`config.mk`:
```
export PLATFORM = sky130hd
export DESIGN_NAME = distance_threshold_switch
export DESIGN_NICKNAME = d
export VERILOG_FILES = /design/src/rtl/dts_pkg.sv /design/src/rtl/dts_ring.sv /design/src/rtl/dts_pot_calc.sv /design/src/rtl/dts_core.sv /design/src/rtl/distance_threshold_switch.sv
export SDC_FILE = /design/constraint.sdc
export NUM_CORES = 1
export LEC_CHECK = 0
export CAP_MARGIN = 10
export CELL_PAD_IN_SITES_DETAIL_PLACEMENT = 0
export CELL_PAD_IN_SITES_GLOBAL_PLACEMENT = 1
export CORE_UTILIZATION = 50
export DETAILED_ROUTE_END_ITERATION = 8
export DONT_BUFFER_PORTS = 1
export PLACE_DENSITY_LB_ADDON = 0.15
export SLEW_MARGIN = 30
export SYNTH_ARGS = -nofsm -noshare
export SYNTH_HDL_FRONTEND = slang
export SYNTH_SLANG_ARGS = --single-unit
```
`constraint.sdc`:
```
create_clock -name clk_i -period 8 [get_ports clk_i]
set_input_delay 0.8 -clock clk_i [delete_from_list [all_inputs] [get_ports clk_i]]
set_output_delay 0.8 -clock clk_i [all_outputs]
set_load 0.1 [all_outputs]
```
`src/rtl/dts_pkg.sv`:
```
// Types and constants shared by the distance threshold switch modules.
`default_nettype none

package dts_pkg;

  localparam int unsigned CMD_W      = 2;
  localparam int unsigned DIST_W     = 16;
  localparam int unsigned ADC_W      = 12;
  localparam int unsigned THR_W      = 12;
  localparam int unsigned POT_W      = 11;
  localparam int unsigned MARGIN_W   = 8;
  localparam int unsigned TICKS_W    = 10;
  localparam int unsigned SUM_W      = 16;
  localparam int unsigned CFG_IDX_W  = 3;
  localparam int unsigned CFG_DATA_W = 12;

  // Command codes.
  localparam logic [CMD_W-1:0] CMD_TICK = 2'd0;
  localparam logic [CMD_W-1:0] CMD_DIST = 2'd1;
  localparam logic [CMD_W-1:0] CMD_ADC  = 2'd2;

  // Configuration register indexes.
  localparam logic [CFG_IDX_W-1:0] CFG_SET_MARGIN     = 3'd0;
  localparam logic [CFG_IDX_W-1:0] CFG_RELEASE_MARGIN = 3'd1;
  localparam logic [CFG_IDX_W-1:0] CFG_MIN_DISTANCE   = 3'd2;
  localparam logic [CFG_IDX_W-1:0] CFG_HOLD_TICKS     = 3'd3;
  localparam logic [CFG_IDX_W-1:0] CFG_REFRESH_TICKS  = 3'd4;
  localparam logic [CFG_IDX_W-1:0] CFG_THRESH_SHORT   = 3'd5;
  localparam logic [CFG_IDX_W-1:0] CFG_THRESH_MID     = 3'd6;
  localparam logic [CFG_IDX_W-1:0] CFG_THRESH_LONG    = 3'd7;

  // Configuration reset values.
  localparam logic [MARGIN_W-1:0] RST_SET_MARGIN     = 8'd15;
  localparam logic [MARGIN_W-1:0] RST_RELEASE_MARGIN = 8'd5;
  localparam logic [THR_W-1:0]    RST_MIN_DISTANCE   = 12'd30;
  localparam logic [TICKS_W-1:0]  RST_HOLD_TICKS     = 10'd200;
  localparam logic [TICKS_W-1:0]  RST_REFRESH_TICKS  = 10'd100;
  localparam logic [THR_W-1:0]    RST_THRESH_SHORT   = 12'd200;
  localparam logic [THR_W-1:0]    RST_THRESH_MID     = 12'd300;
  localparam logic [THR_W-1:0]    RST_THRESH_LONG    = 12'd500;

  // Pot threshold scaling: avg * POT_SCALE >> POT_SHIFT, floored at POT_MIN.
  localparam int unsigned POT_SCALE   = 1200;
  localparam int unsigned POT_SCALE_W = 11;
  localparam int unsigned POT_SHIFT   = 12;
  localparam int unsigned POT_MIN     = 30;

  typedef struct packed {
    logic [CMD_W-1:0]  cmd;
    logic [DIST_W-1:0] distance;
    logic              switch_a;
    logic              switch_b;
  } item_t;

  typedef struct packed {
    logic                  we;
    logic [CFG_IDX_W-1:0]  index;
    logic [CFG_DATA_W-1:0] data;
  } cfg_wr_t;

endpackage

`default_nettype wire

```
`src/rtl/dts_ring.sv`:
```
// Sample ring of the potentiometer averager with its running sum.
`default_nettype none

module dts_ring
  import dts_pkg::*;
#(
  parameter int unsigned AVG_SAMPLES = 10
) (
  input  logic             clk_i,
  input  logic             rst_ni,
  input  logic             push_i,
  input  logic [ADC_W-1:0] sample_i,
  output logic [SUM_W-1:0] sum_o
);

  localparam int unsigned PtrW = (AVG_SAMPLES > 1) ? $clog2(AVG_SAMPLES) : 1;
  localparam logic [PtrW-1:0] PtrLast = PtrW'(AVG_SAMPLES - 1);

  logic [ADC_W-1:0] ring_q [AVG_SAMPLES];
  logic [PtrW-1:0]  ptr_q;
  logic [SUM_W-1:0] sum_q;

  always_ff @(posedge clk_i or negedge rst_ni) begin
    if (!rst_ni) begin
      for (int i = 0; i < AVG_SAMPLES; i++) begin
        ring_q[i] <= '0;
      end
      ptr_q <= '0;
      sum_q <= '0;
    end else if (push_i) begin
      // The oldest sample leaves the sum as the new one enters.
      ring_q[ptr_q] <= sample_i;
      sum_q         <= sum_q - SUM_W'(ring_q[ptr_q]) + SUM_W'(sample_i);
      ptr_q         <= (ptr_q == PtrLast) ? '0 : ptr_q + 1'b1;
    end
  end

  assign sum_o = sum_q;

endmodule

`default_nettype wire

```
`src/rtl/dts_pot_calc.sv`:
```
// Pipelined pot threshold calculation: sum / AVG_SAMPLES, scaled and clamped.
`default_nettype none

module dts_pot_calc
  import dts_pkg::*;
#(
  parameter int unsigned AVG_SAMPLES = 10
) (
  input  logic             clk_i,
  input  logic             rst_ni,
  input  logic             en_i,
  input  logic             valid_i,
  input  item_t            item_i,
  input  logic [SUM_W-1:0] sum_i,
  output logic             valid_o,
  output item_t            item_o,
  output logic [POT_W-1:0] pot_o
);

  // A reciprocal with four guard bits leaves the quotient at most one short.
  localparam int unsigned RecipShift = SUM_W + 4;
  localparam int unsigned RecipW     = RecipShift + 1;
  localparam int unsigned ProdW      = SUM_W + RecipW;
  localparam logic [RecipW-1:0] Recip = RecipW'((64'd1 << RecipShift) / AVG_SAMPLES);
  localparam logic [SUM_W-1:0]  Divisor = SUM_W'(AVG_SAMPLES);
  localparam int unsigned ScaleW = SUM_W + POT_SCALE_W;
  localparam int unsigned VW     = ScaleW - POT_SHIFT;

  logic             s2_valid_q, s3_valid_q, s4_valid_q;
  item_t            s2_item_q, s3_item_q, s4_item_q;
  logic [SUM_W-1:0] s2_sum_q, s2_quot_q;
  logic [SUM_W-1:0] s3_avg_q;
  logic [POT_W-1:0] s4_pot_q;

  logic [ProdW-1:0]  recip_prod;
  logic [SUM_W-1:0]  quot_back, quot_rem, avg_d;
  logic [ScaleW-1:0] scaled;
  logic [VW-1:0]     pot_raw, pot_clamped;

  always_comb begin
    recip_prod = ProdW'(sum_i) * ProdW'(Recip);
  end

  always_comb begin
    quot_back = s2_quot_q * Divisor;
    quot_rem  = s2_sum_q - quot_back;
    avg_d     = (quot_rem >= Divisor) ? s2_quot_q + 1'b1 : s2_quot_q;
  end

  always_comb begin
    scaled      = ScaleW'(s3_avg_q) * ScaleW'(POT_SCALE);
    pot_raw     = scaled[ScaleW-1:POT_SHIFT];
    pot_clamped = (pot_raw < VW'(POT_MIN)) ? VW'(POT_MIN) : pot_raw;
  end

  always_ff @(posedge clk_i or negedge rst_ni) begin
    if (!rst_ni) begin
      s2_valid_q <= 1'b0;
      s3_valid_q <= 1'b0;
      s4_valid_q <= 1'b0;
    end else if (en_i) begin
      s2_valid_q <= valid_i;
      s3_valid_q <= s2_valid_q;
      s4_valid_q <= s3_valid_q;
    end
  end

  always_ff @(posedge clk_i) begin
    if (en_i) begin
      s2_item_q <= item_i;
      s2_sum_q  <= sum_i;
      s2_quot_q <= recip_prod[RecipShift +: SUM_W];
      s3_item_q <= s2_item_q;
      s3_avg_q  <= avg_d;
      s4_item_q <= s3_item_q;
      s4_pot_q  <= pot_clamped[POT_W-1:0];
    end
  end

  assign valid_o = s4_valid_q;
  assign item_o  = s4_item_q;
  assign pot_o   = s4_pot_q;

endmodule

`default_nettype wire

```
`src/rtl/dts_core.sv`:
```
// Configuration registers, timers, threshold selection and detect decision.
`default_nettype none

module dts_core
  import dts_pkg::*;
(
  input  logic             clk_i,
  input  logic             rst_ni,
  input  logic             en_i,
  input  logic             valid_i,
  input  item_t            item_i,
  input  logic [POT_W-1:0] pot_cand_i,
  input  cfg_wr_t          cfg_i,
  output logic             out_valid_o,
  output logic             detect_o,
  output logic [THR_W-1:0] threshold_cm_o,
  output logic [POT_W-1:0] pot_cm_o,
  output logic             hold_active_o
);

  logic [MARGIN_W-1:0] set_margin_q, release_margin_q;
  logic [THR_W-1:0]    min_distance_q, thresh_short_q, thresh_mid_q, thresh_long_q;
  logic [TICKS_W-1:0]  hold_ticks_q, refresh_ticks_q;

  logic [DIST_W-1:0]  last_dist_q, last_dist_d;
  logic               detect_q, detect_d;
  logic [TICKS_W-1:0] hold_q, hold_d, hold_tick;
  logic [TICKS_W-1:0] refresh_q, refresh_d, refresh_tick;
  logic [POT_W-1:0]   pot_q, pot_d;
  logic [THR_W-1:0]   thr_q, thr_d;
  logic               out_valid_q;

  logic             is_tick;
  logic [THR_W:0]   set_level, release_level;
  logic             set_hit;

  always_ff @(posedge clk_i or negedge rst_ni) begin
    if (!rst_ni) begin
      set_margin_q     <= RST_SET_MARGIN;
      release_margin_q <= RST_RELEASE_MARGIN;
      min_distance_q   <= RST_MIN_DISTANCE;
      hold_ticks_q     <= RST_HOLD_TICKS;
      refresh_ticks_q  <= RST_REFRESH_TICKS;
      thresh_short_q   <= RST_THRESH_SHORT;
      thresh_mid_q     <= RST_THRESH_MID;
      thresh_long_q    <= RST_THRESH_LONG;
    end else if (cfg_i.we) begin
      case (cfg_i.index)
        CFG_SET_MARGIN:     set_margin_q     <= cfg_i.data[MARGIN_W-1:0];
        CFG_RELEASE_MARGIN: release_margin_q <= cfg_i.data[MARGIN_W-1:0];
        CFG_MIN_DISTANCE:   min_distance_q   <= cfg_i.data[THR_W-1:0];
        CFG_HOLD_TICKS:     hold_ticks_q     <= cfg_i.data[TICKS_W-1:0];
        CFG_REFRESH_TICKS:  refresh_ticks_q  <= cfg_i.data[TICKS_W-1:0];
        CFG_THRESH_SHORT:   thresh_short_q   <= cfg_i.data[THR_W-1:0];
        CFG_THRESH_MID:     thresh_mid_q     <= cfg_i.data[THR_W-1:0];
        CFG_THRESH_LONG:    thresh_long_q    <= cfg_i.data[THR_W-1:0];
        default: ;
      endcase
    end
  end

  always_comb begin
    is_tick      = (item_i.cmd == CMD_TICK);
    refresh_tick = (is_tick && refresh_q != '0) ? refresh_q - 1'b1 : refresh_q;
    hold_tick    = (is_tick && hold_q != '0) ? hold_q - 1'b1 : hold_q;
    last_dist_d  = (item_i.cmd == CMD_DIST) ? item_i.distance : last_dist_q;

    // An idle refresh timer takes the freshly computed pot value.
    if (refresh_tick == '0) begin
      pot_d     = pot_cand_i;
      refresh_d = refresh_ticks_q;
    end else begin
      pot_d     = pot_q;
      refresh_d = refresh_tick;
    end

    case ({item_i.switch_a, item_i.switch_b})
      2'b11:   thr_d = THR_W'(pot_d);
      2'b10:   thr_d = thresh_short_q;
      2'b01:   thr_d = thresh_mid_q;
      default: thr_d = thresh_long_q;
    endcase

    set_level     = (THR_W + 1)'(thr_d) + (THR_W + 1)'(set_margin_q);
    release_level = (THR_W + 1)'(thr_d) + (THR_W + 1)'(release_margin_q);
    set_hit       = (last_dist_d > DIST_W'(min_distance_q)) &&
                    (last_dist_d > DIST_W'(set_level));

    detect_d = detect_q;
    hold_d   = hold_tick;
    if (set_hit) begin
      detect_d = 1'b1;
      hold_d   = hold_ticks_q;
    end else if (hold_tick == '0 && detect_q &&
                 last_dist_d < DIST_W'(release_level)) begin
      detect_d = 1'b0;
    end
  end

  always_ff @(posedge clk_i or negedge rst_ni) begin
    if (!rst_ni) begin
      last_dist_q <= '0;
      detect_q    <= 1'b0;
      hold_q      <= '0;
      refresh_q   <= '0;
      pot_q       <= '0;
      thr_q       <= '0;
      out_valid_q <= 1'b0;
    end else if (en_i) begin
      out_valid_q <= valid_i;
      if (valid_i) begin
        last_dist_q <= last_dist_d;
        detect_q    <= detect_d;
        hold_q      <= hold_d;
        refresh_q   <= refresh_d;
        pot_q       <= pot_d;
        thr_q       <= thr_d;
      end
    end
  end

  // The state after the last item is also the result being offered.
  assign out_valid_o    = out_valid_q;
  assign detect_o       = detect_q;
  assign threshold_cm_o = thr_q;
  assign pot_cm_o       = pot_q;
  assign hold_active_o  = (hold_q != '0);

endmodule

`default_nettype wire

```
`src/rtl/distance_threshold_switch.sv`:
```
// Throughput: one item per cycle; the input, three pot calculation stages and
// the result register move together and stall only while a result waits.
// Reset: asynchronous, clears the sample ring, its sum, timers, detect flag and
// pot value, and loads the configuration defaults; no clearing pass follows.
`default_nettype none

module distance_threshold_switch
  import dts_pkg::*;
#(
  parameter int unsigned AVG_SAMPLES = 10
) (
  input  logic                  clk_i,
  input  logic                  rst_ni,
  input  logic                  in_valid_i,
  output logic                  in_ready_o,
  input  logic [CMD_W-1:0]      cmd_i,
  input  logic [DIST_W-1:0]     distance_i,
  input  logic [ADC_W-1:0]      adc_sample_i,
  input  logic                  switch_a_i,
  input  logic                  switch_b_i,
  output logic                  out_valid_o,
  input  logic                  out_ready_i,
  output logic                  detect_o,
  output logic [THR_W-1:0]      threshold_cm_o,
  output logic [POT_W-1:0]      pot_cm_o,
  output logic                  hold_active_o,
  input  logic                  cfg_we_i,
  input  logic [CFG_IDX_W-1:0]  cfg_index_i,
  input  logic [CFG_DATA_W-1:0] cfg_data_i
);

  logic             advance;
  logic             accept;
  item_t            in_item;
  logic             s1_valid_q;
  item_t            s1_item_q;
  logic [SUM_W-1:0] ring_sum;
  logic             s4_valid;
  item_t            s4_item;
  logic [POT_W-1:0] s4_pot;
  cfg_wr_t          cfg_wr;
  logic             core_out_valid;

  assign advance    = !core_out_valid || out_ready_i;
  assign in_ready_o = advance;
  assign accept     = in_valid_i && advance;

  assign in_item.cmd      = cmd_i;
  assign in_item.distance = distance_i;
  assign in_item.switch_a = switch_a_i;
  assign in_item.switch_b = switch_b_i;

  assign cfg_wr.we    = cfg_we_i;
  assign cfg_wr.index = cfg_index_i;
  assign cfg_wr.data  = cfg_data_i;

  always_ff @(posedge clk_i or negedge rst_ni) begin
    if (!rst_ni) begin
      s1_valid_q <= 1'b0;
    end else if (advance) begin
      s1_valid_q <= in_valid_i;
    end
  end

  always_ff @(posedge clk_i) begin
    if (advance) begin
      s1_item_q <= in_item;
    end
  end

  // The ring sum is updated on the transfer, so it belongs to the item in stage one.
  dts_ring #(
    .AVG_SAMPLES(AVG_SAMPLES)
  ) u_ring (
    .clk_i   (clk_i),
    .rst_ni  (rst_ni),
    .push_i  (accept && (cmd_i == CMD_ADC)),
    .sample_i(adc_sample_i),
    .sum_o   (ring_sum)
  );

  dts_pot_calc #(
    .AVG_SAMPLES(AVG_SAMPLES)
  ) u_pot_calc (
    .clk_i  (clk_i),
    .rst_ni (rst_ni),
    .en_i   (advance),
    .valid_i(s1_valid_q),
    .item_i (s1_item_q),
    .sum_i  (ring_sum),
    .valid_o(s4_valid),
    .item_o (s4_item),
    .pot_o  (s4_pot)
  );

  dts_core u_core (
    .clk_i         (clk_i),
    .rst_ni        (rst_ni),
    .en_i          (advance),
    .valid_i       (s4_valid),
    .item_i        (s4_item),
    .pot_cand_i    (s4_pot),
    .cfg_i         (cfg_wr),
    .out_valid_o   (core_out_valid),
    .detect_o      (detect_o),
    .threshold_cm_o(threshold_cm_o),
    .pot_cm_o      (pot_cm_o),
    .hold_active_o (hold_active_o)
  );

  assign out_valid_o = core_out_valid;

endmodule

`default_nettype wire

```
Word level (Yosys, flattened, before mapping)
Index checks and enable logic that the tools add are counted.
Cells by class
  mux-type cells: 17
  equal/unequal tests: 13
  reduce and logical (&&, ||, !) cells: 27
  bitwise logic cells: 1
  multiply operators: 3
  divide/modulo/power cells: 0
  $add $sub $neg: 9
  $lt $le $gt $ge: 7
  shift operators: 0
Operators with widths (number)
  $bwmux W120: 1
  $bmux W12 S4: 1
  $demux W12 S4: 1
  $mux W10: 4
  $mux W12: 3
  $pmux W12 S3: 1
  $mul A16 B17 Y33 const B: 1
  $add A12 B8 Y13: 2
  $mul A14 B7 Y21 const B: 1
  $logic_not A10 Y1: 2
  $reduce_bool A10 Y1: 2
  $sub A10 B1 Y10 const B: 2
  $reduce_and A2 Y1: 9
  $add A16 B12 Y16: 1
  $ge A16 B4 Y1 const B: 1
  $gt A16 B12 Y1: 1
  $gt A16 B13 Y1: 1
  $lt A16 B13 Y1: 1
  $mux W16: 1
  $sub A16 B12 Y16: 1
  $sub A16 B16 Y16: 1
  $lt A15 B5 Y1 const B: 1
  $mul A13 B3 Y15 const B: 1
  $add A13 B1 Y14 const B: 1
  21 further kinds: 36
Word-level totals
  ROM bits: 0
  bits in latches: 0
  memories: 0
  input port bits: 52
  output and inout bits: 27
  register bits: 423
  RAM bits: 0
  logic and storage cells: 129

Logic depth before layout (Yosys ltp)
  depth after elaboration: 11
  mapped depth: 31
  gate-level depth less buffers: 29

Hierarchy
A second synthesis with hierarchy kept.
Second synthesis, totals
  cells, all modules: 2359
  area total of the unflattened synthesis: 26882.0 um2
Modules (own cells, without submodules)
  dts_pot_calc: times used 1, cells an instance 899, seq. area each 3468.3 um2, area each 10535.1 um2
  dts_core: times used 1, cells an instance 793, seq. area each 3664.8 um2, area each 8459.4 um2
  dts_ring: times used 1, cells an instance 643, seq. area each 3503.4 um2, area each 7221.9 um2
  distance_threshold_switch: times used 1, cells an instance 24, seq. area each 625.6 um2, area each 665.6 um2

Worst setup path after synthesis
No wires, ideal clock.
  path kind: register to register
  start point: reg u_core.out_valid_q, in the netlist u_core.out_valid_o
  end point: reg u_ring.ring_q[37] in the netlist's numbering
  required time: 7.875 ns
  data arrival time: 7.380 ns
  setup slack: 0.495 ns
  buffers on the path: 2
  cell stages (with the launch flop): 8
  library setup time: 0.125 ns
  period minus slack after synthesis: 7.505 ns
  cell sequence: dfrtp_1 -> nand2b_1 -> clkbuf_1 -> nand4b_1 -> or3_1 -> nor3_1 -> clkbuf_1 -> mux2_2
On the way
  longest elaborated chain between the ends: 4
Ends and longest elaborated chain
  start, declared: line dts_core.sv:31  | logic out_valid_q;
  start signal, assigned: line dts_core.sv:110  | out_valid_q <= valid_i;
  $logic_not A1 Y1: line distance_threshold_switch.sv:44  | assign advance = !core_out_valid || out_ready_i;
  $logic_or A1 B1 Y1: line distance_threshold_switch.sv:44
  via in_ready_o: line distance_threshold_switch.sv:15  | output logic in_ready_o,
  $logic_and A1 B1 Y1: line distance_threshold_switch.sv:46  | assign accept = in_valid_i && advance;
  $logic_and A1 B1 Y1: line distance_threshold_switch.sv:77  | .push_i (accept && (cmd_i == CMD_ADC)),
  end signal, assigned by index: line dts_ring.sv:32  | ring_q[ptr_q] <= sample_i;
  end, declared: line dts_ring.sv:19  | logic [ADC_W-1:0] ring_q [AVG_SAMPLES];
The timed path passes the listed nets, and every way through them passes these cells.
A chain may end at the register's enable or synchronous reset.

Worst setup path after layout
  start point: reg u_core.refresh_q[0]
  end point: reg u_core.hold_q[9]
On the way
  longest elaborated chain between the ends: 10
  elaborated cells between the ends (all ways): 11
  classes of those cells: 2 x add/sub; 1 x order compare; 4 x mux; 4 x reduce/logical
Ends and longest elaborated chain
  start, declared: line dts_core.sv:28  | logic [TICKS_W-1:0] refresh_q, refresh_d, refresh_tick;
  start signal, assigned: line dts_core.sv:115  | refresh_q <= refresh_d;
  parallel branches: the longest is 2 deep, another holds $sub A10 B1 Y10
  $mux W10 *: line dts_core.sv:64  | refresh_tick = (is_tick && refresh_q != '0) ? refresh_q - 1'b1 : refresh_q;
  $logic_not A10 Y1 *: line dts_core.sv:69  | if (refresh_tick == '0) begin
  $mux W11 *: line dts_core.sv:69
  $pmux W12 S3 *: line dts_core.sv:77  | case ({item_i.switch_a, item_i.switch_b})
  via u_core.thr_d[1]: line dts_core.sv:30  | logic [THR_W-1:0] thr_q, thr_d;
  $add A12 B8 Y13 *: line dts_core.sv:84  | set_level = (THR_W + 1)'(thr_d) + (THR_W + 1)'(set_margin_q);
  $gt A16 B13 Y1 *: line dts_core.sv:87  | (last_dist_d > DIST_W'(set_level));
  $logic_and A1 B1 Y1 *: line dts_core.sv:86  | set_hit = (last_dist_d > DIST_W'(min_distance_q)) &&
  $mux W10 *: line dts_core.sv:91  | if (set_hit) begin
  end signal, assigned: line dts_core.sv:114  | hold_q <= hold_d;
  end, declared: line dts_core.sv:27  | logic [TICKS_W-1:0] hold_q, hold_d, hold_tick;
Mark *: on every way through the listed nets, which the timed path passes.

==> run metrics <==
status complete, no violations; fmax 139.7 MHz; Post CTS Setup Buffer Count 0; share of cells above drive strength 1 16.64%; GR Util All Layers 22.15%; most common flop cell mapped by yosys dfrtp_1; Setup WS pre-CTS 0.8748 ns; layout overhead on the synthesized area 9.147%; FF/Latch Area 11,270 µm²; total number of vias 16,330; clock buffer count from CTS 46; first-pass GRT wire length 92,760 µm; DRC Markers 0; sequential share of the synthesized area 43.29%; Syn Area/Cell 11.57 µm²; Root Driver clkbuf_16; WP data arrival 7.59 ns; DIE AREA 52,950 µm²; DIE HEIGHT 230.1 µm; Max Transition Viols Final 0; Worst-Margin Slew 1.041 ns; min Tclk post-route 7.157 ns; H-tree levels 2; buffers and inverters on the worst path 2; Total Wirelength 56,120 µm; CTS max path bufs 3; I/O pin cnt 79; syn_nets 2,668; Hold Violations, Final 0; Cell variety after synth 73; leading area contributor after synthesis dfrtp_1; Hold WC Path Type in2async; largest net degree at the start of global routing 261; gpl congestion 0.8646; cell family with most CP delay compound AO/OA/AOI/OAI gates; filler instances 4,446; vias per cell 5.497; DP HPWL 41,490 µm; antenna-violating nets left 0; Warnings, synthesis 0; initial antenna violation count 2; Row Count 83; CTS tree yes; Mapped Area 26,020 µm²; WL/cell 18.89 µm; Critical Path Source Type flip-flop; most used cell, CP o21ai_0; initial drt markers 1,033; most common cell in the netlist ha_1; Synth area leaders dfrtp_1 (25%), edfxtp_1 (15%), ha_1 (13%), mux2_2 (8.2%), fa_1 (7.5%); Post-synth top cells ha_1 (270), inv_1 (264), dfrtp_1 (260); Post-synth EDFFs 133; TNS Setup 0 ns; final setup fails 0; Tcrit/Tclk final 89.47%; RSZ-0062 raised after global routing false; Max-Cap Viols 0; critical path class reg2reg; Clk Latency, worst-skew pair 0.58 ns; Crit. End Element flip-flop; WP data required 8.43 ns; Synth top area share 25.01%; #FFs+latches synth 422; clk slew on worst S/H paths 0.06 ns; max incr delay on CP 0.54 ns; slowest CP cell mux4_2; Max-slew headroom 30.63%; Initial Util 50.61%; remaining global-route overflow 0; crit path max fanout 21; core footprint 51,410 µm²; Syn Inst Count 2,248; PortBufs 0; vias in the first global route 17,190; area occupied by multi-input gates 13,570 µm²; post-route setup slack 0.8426 ns; Pre-Repair DR Iteration Count 5; ys async rst share 68.48%; Clock Sinks 422; Die Wd 230.1 µm; final worst clock skew 0.01915 ns; # nets final 2,673
through the flow:
stage / hold slack [ns] / instance area [µm²] / util (%) / cells
finish: 0.07522 / 28400 / 55.24 / 2971
global route: 0.05181 / 28390 / 55.24 / 2970
CTS: 0.03654 / 28330 / 55.11 / 2968
detailed placement: 0.4045 / 26820 / 52.18 / 2882
global placement: 0.4029 / 26810 / 52.15 / 2882
floorplan: 0.4003 / 26020 / - / 2248
layer usage:
| layer | GRT usage [%] | vias to the layer above | share of wire [%] |
|---|---|---|---|
| li1 | - | 7898 | - |
| met1 | 28.82 | 8129 | 44 |
| met2 | 38.61 | 227 | 50 |
| met3 | 2.939 | 79 | 3.3 |
| met4 | 6.250 | 0 | 2.3 |
| met5 | 0 | - | 0 |
registers in the layout, summed over array words and instances (netlist names), 11 cells and up:
signal and flops:
u_pot_calc.s3_item_q 20, u_core.thresh_short_q 12, u_ring.sum_o 16, u_core.pot_cm_o 11, u_core.thresh_long_q 12, u_core.threshold_cm_o 12, u_pot_calc.s2_item_q 20, u_core.last_dist_q 16
u_pot_calc.s3_avg_q 14, s1_item_q 20, u_core.min_distance_q 12, u_core.thresh_mid_q 12, u_pot_calc.s2_sum_q 15, u_ring.ring_q 120, u_pot_calc.item_o 20, u_pot_calc.s2_quot_q 13
u_pot_calc.pot_o 11
layout make-up:
class | count | area share [%]
multi-input combinational | 1496 | 47.80
sequential | 422 | 39.69
clock buffer | 66 | 4.675
inverter | 265 | 3.503
tap | 680 | 2.996
timing repair buffer | 22 | 0.7931
clock inverter | 19 | 0.5331
antenna | 1 | 0.008812
path summary, 6_finish.rpt:
check / start / endpoint / slack, ns / cells after the start
worst max-delay path: u_core.refresh_q[0]$_DFFE_PN0P_ / u_core.hold_q[9]$_DFFE_PN0P_ / 0.84 / 27
worst min-delay path: rst_ni / u_core.min_distance_q[1]$_DFFE_PN1P_ / 0.08 / 0
worst max register to register: u_core.refresh_q[0]$_DFFE_PN0P_ / u_core.hold_q[9]$_DFFE_PN0P_ / 0.84 / 27
worst min register to register: u_pot_calc.s2_item_q[16]$_DFFE_PN_ / u_pot_calc.s3_item_q[16]$_DFFE_PN_ / 0.42 / 0
max in group asynchronous: rst_ni / u_ring.sum_o[13]$_DFFE_PN0P_ / 6.53 / 3
min in group clk_i: switch_b_i / s1_item_q[0]$_DFFE_PN_ / 0.31 / 0
cell usage in the layout (no fill, tap or decap), drive strengths merged, types with 34 or more instances in the layout:
cell and instances:
a21oi 76, nor3 37, inv 266, xor2 34
edfxtp 133, xnor2 51, mux4 35, nand2 209
nor2 49, clkbuf 66, ha 270, mux2 190
o21ai 141, dfrtp 260, fa 98
timing repair:
action / in CTS / in global routing
hold buffers: 1 / 0
endpoints found under the hold margin: 260 / 0
resized for setup: 0 / 0
kinds of logic after synthesis:
group           count (synthesis)  synth area share (%)
simple gates                  446                 8.185
flops                         422                 43.29
fa+ha+maj                     368                 20.53
compound gates                347                 8.118
buf+inv                       330                 4.795
mux                           250                 12.23
xor+xnor                       85                 2.861
Power is left out: the tool's default activity adds up to more than one toggle a clock period on the data nets, which glitch-free logic cannot reach.
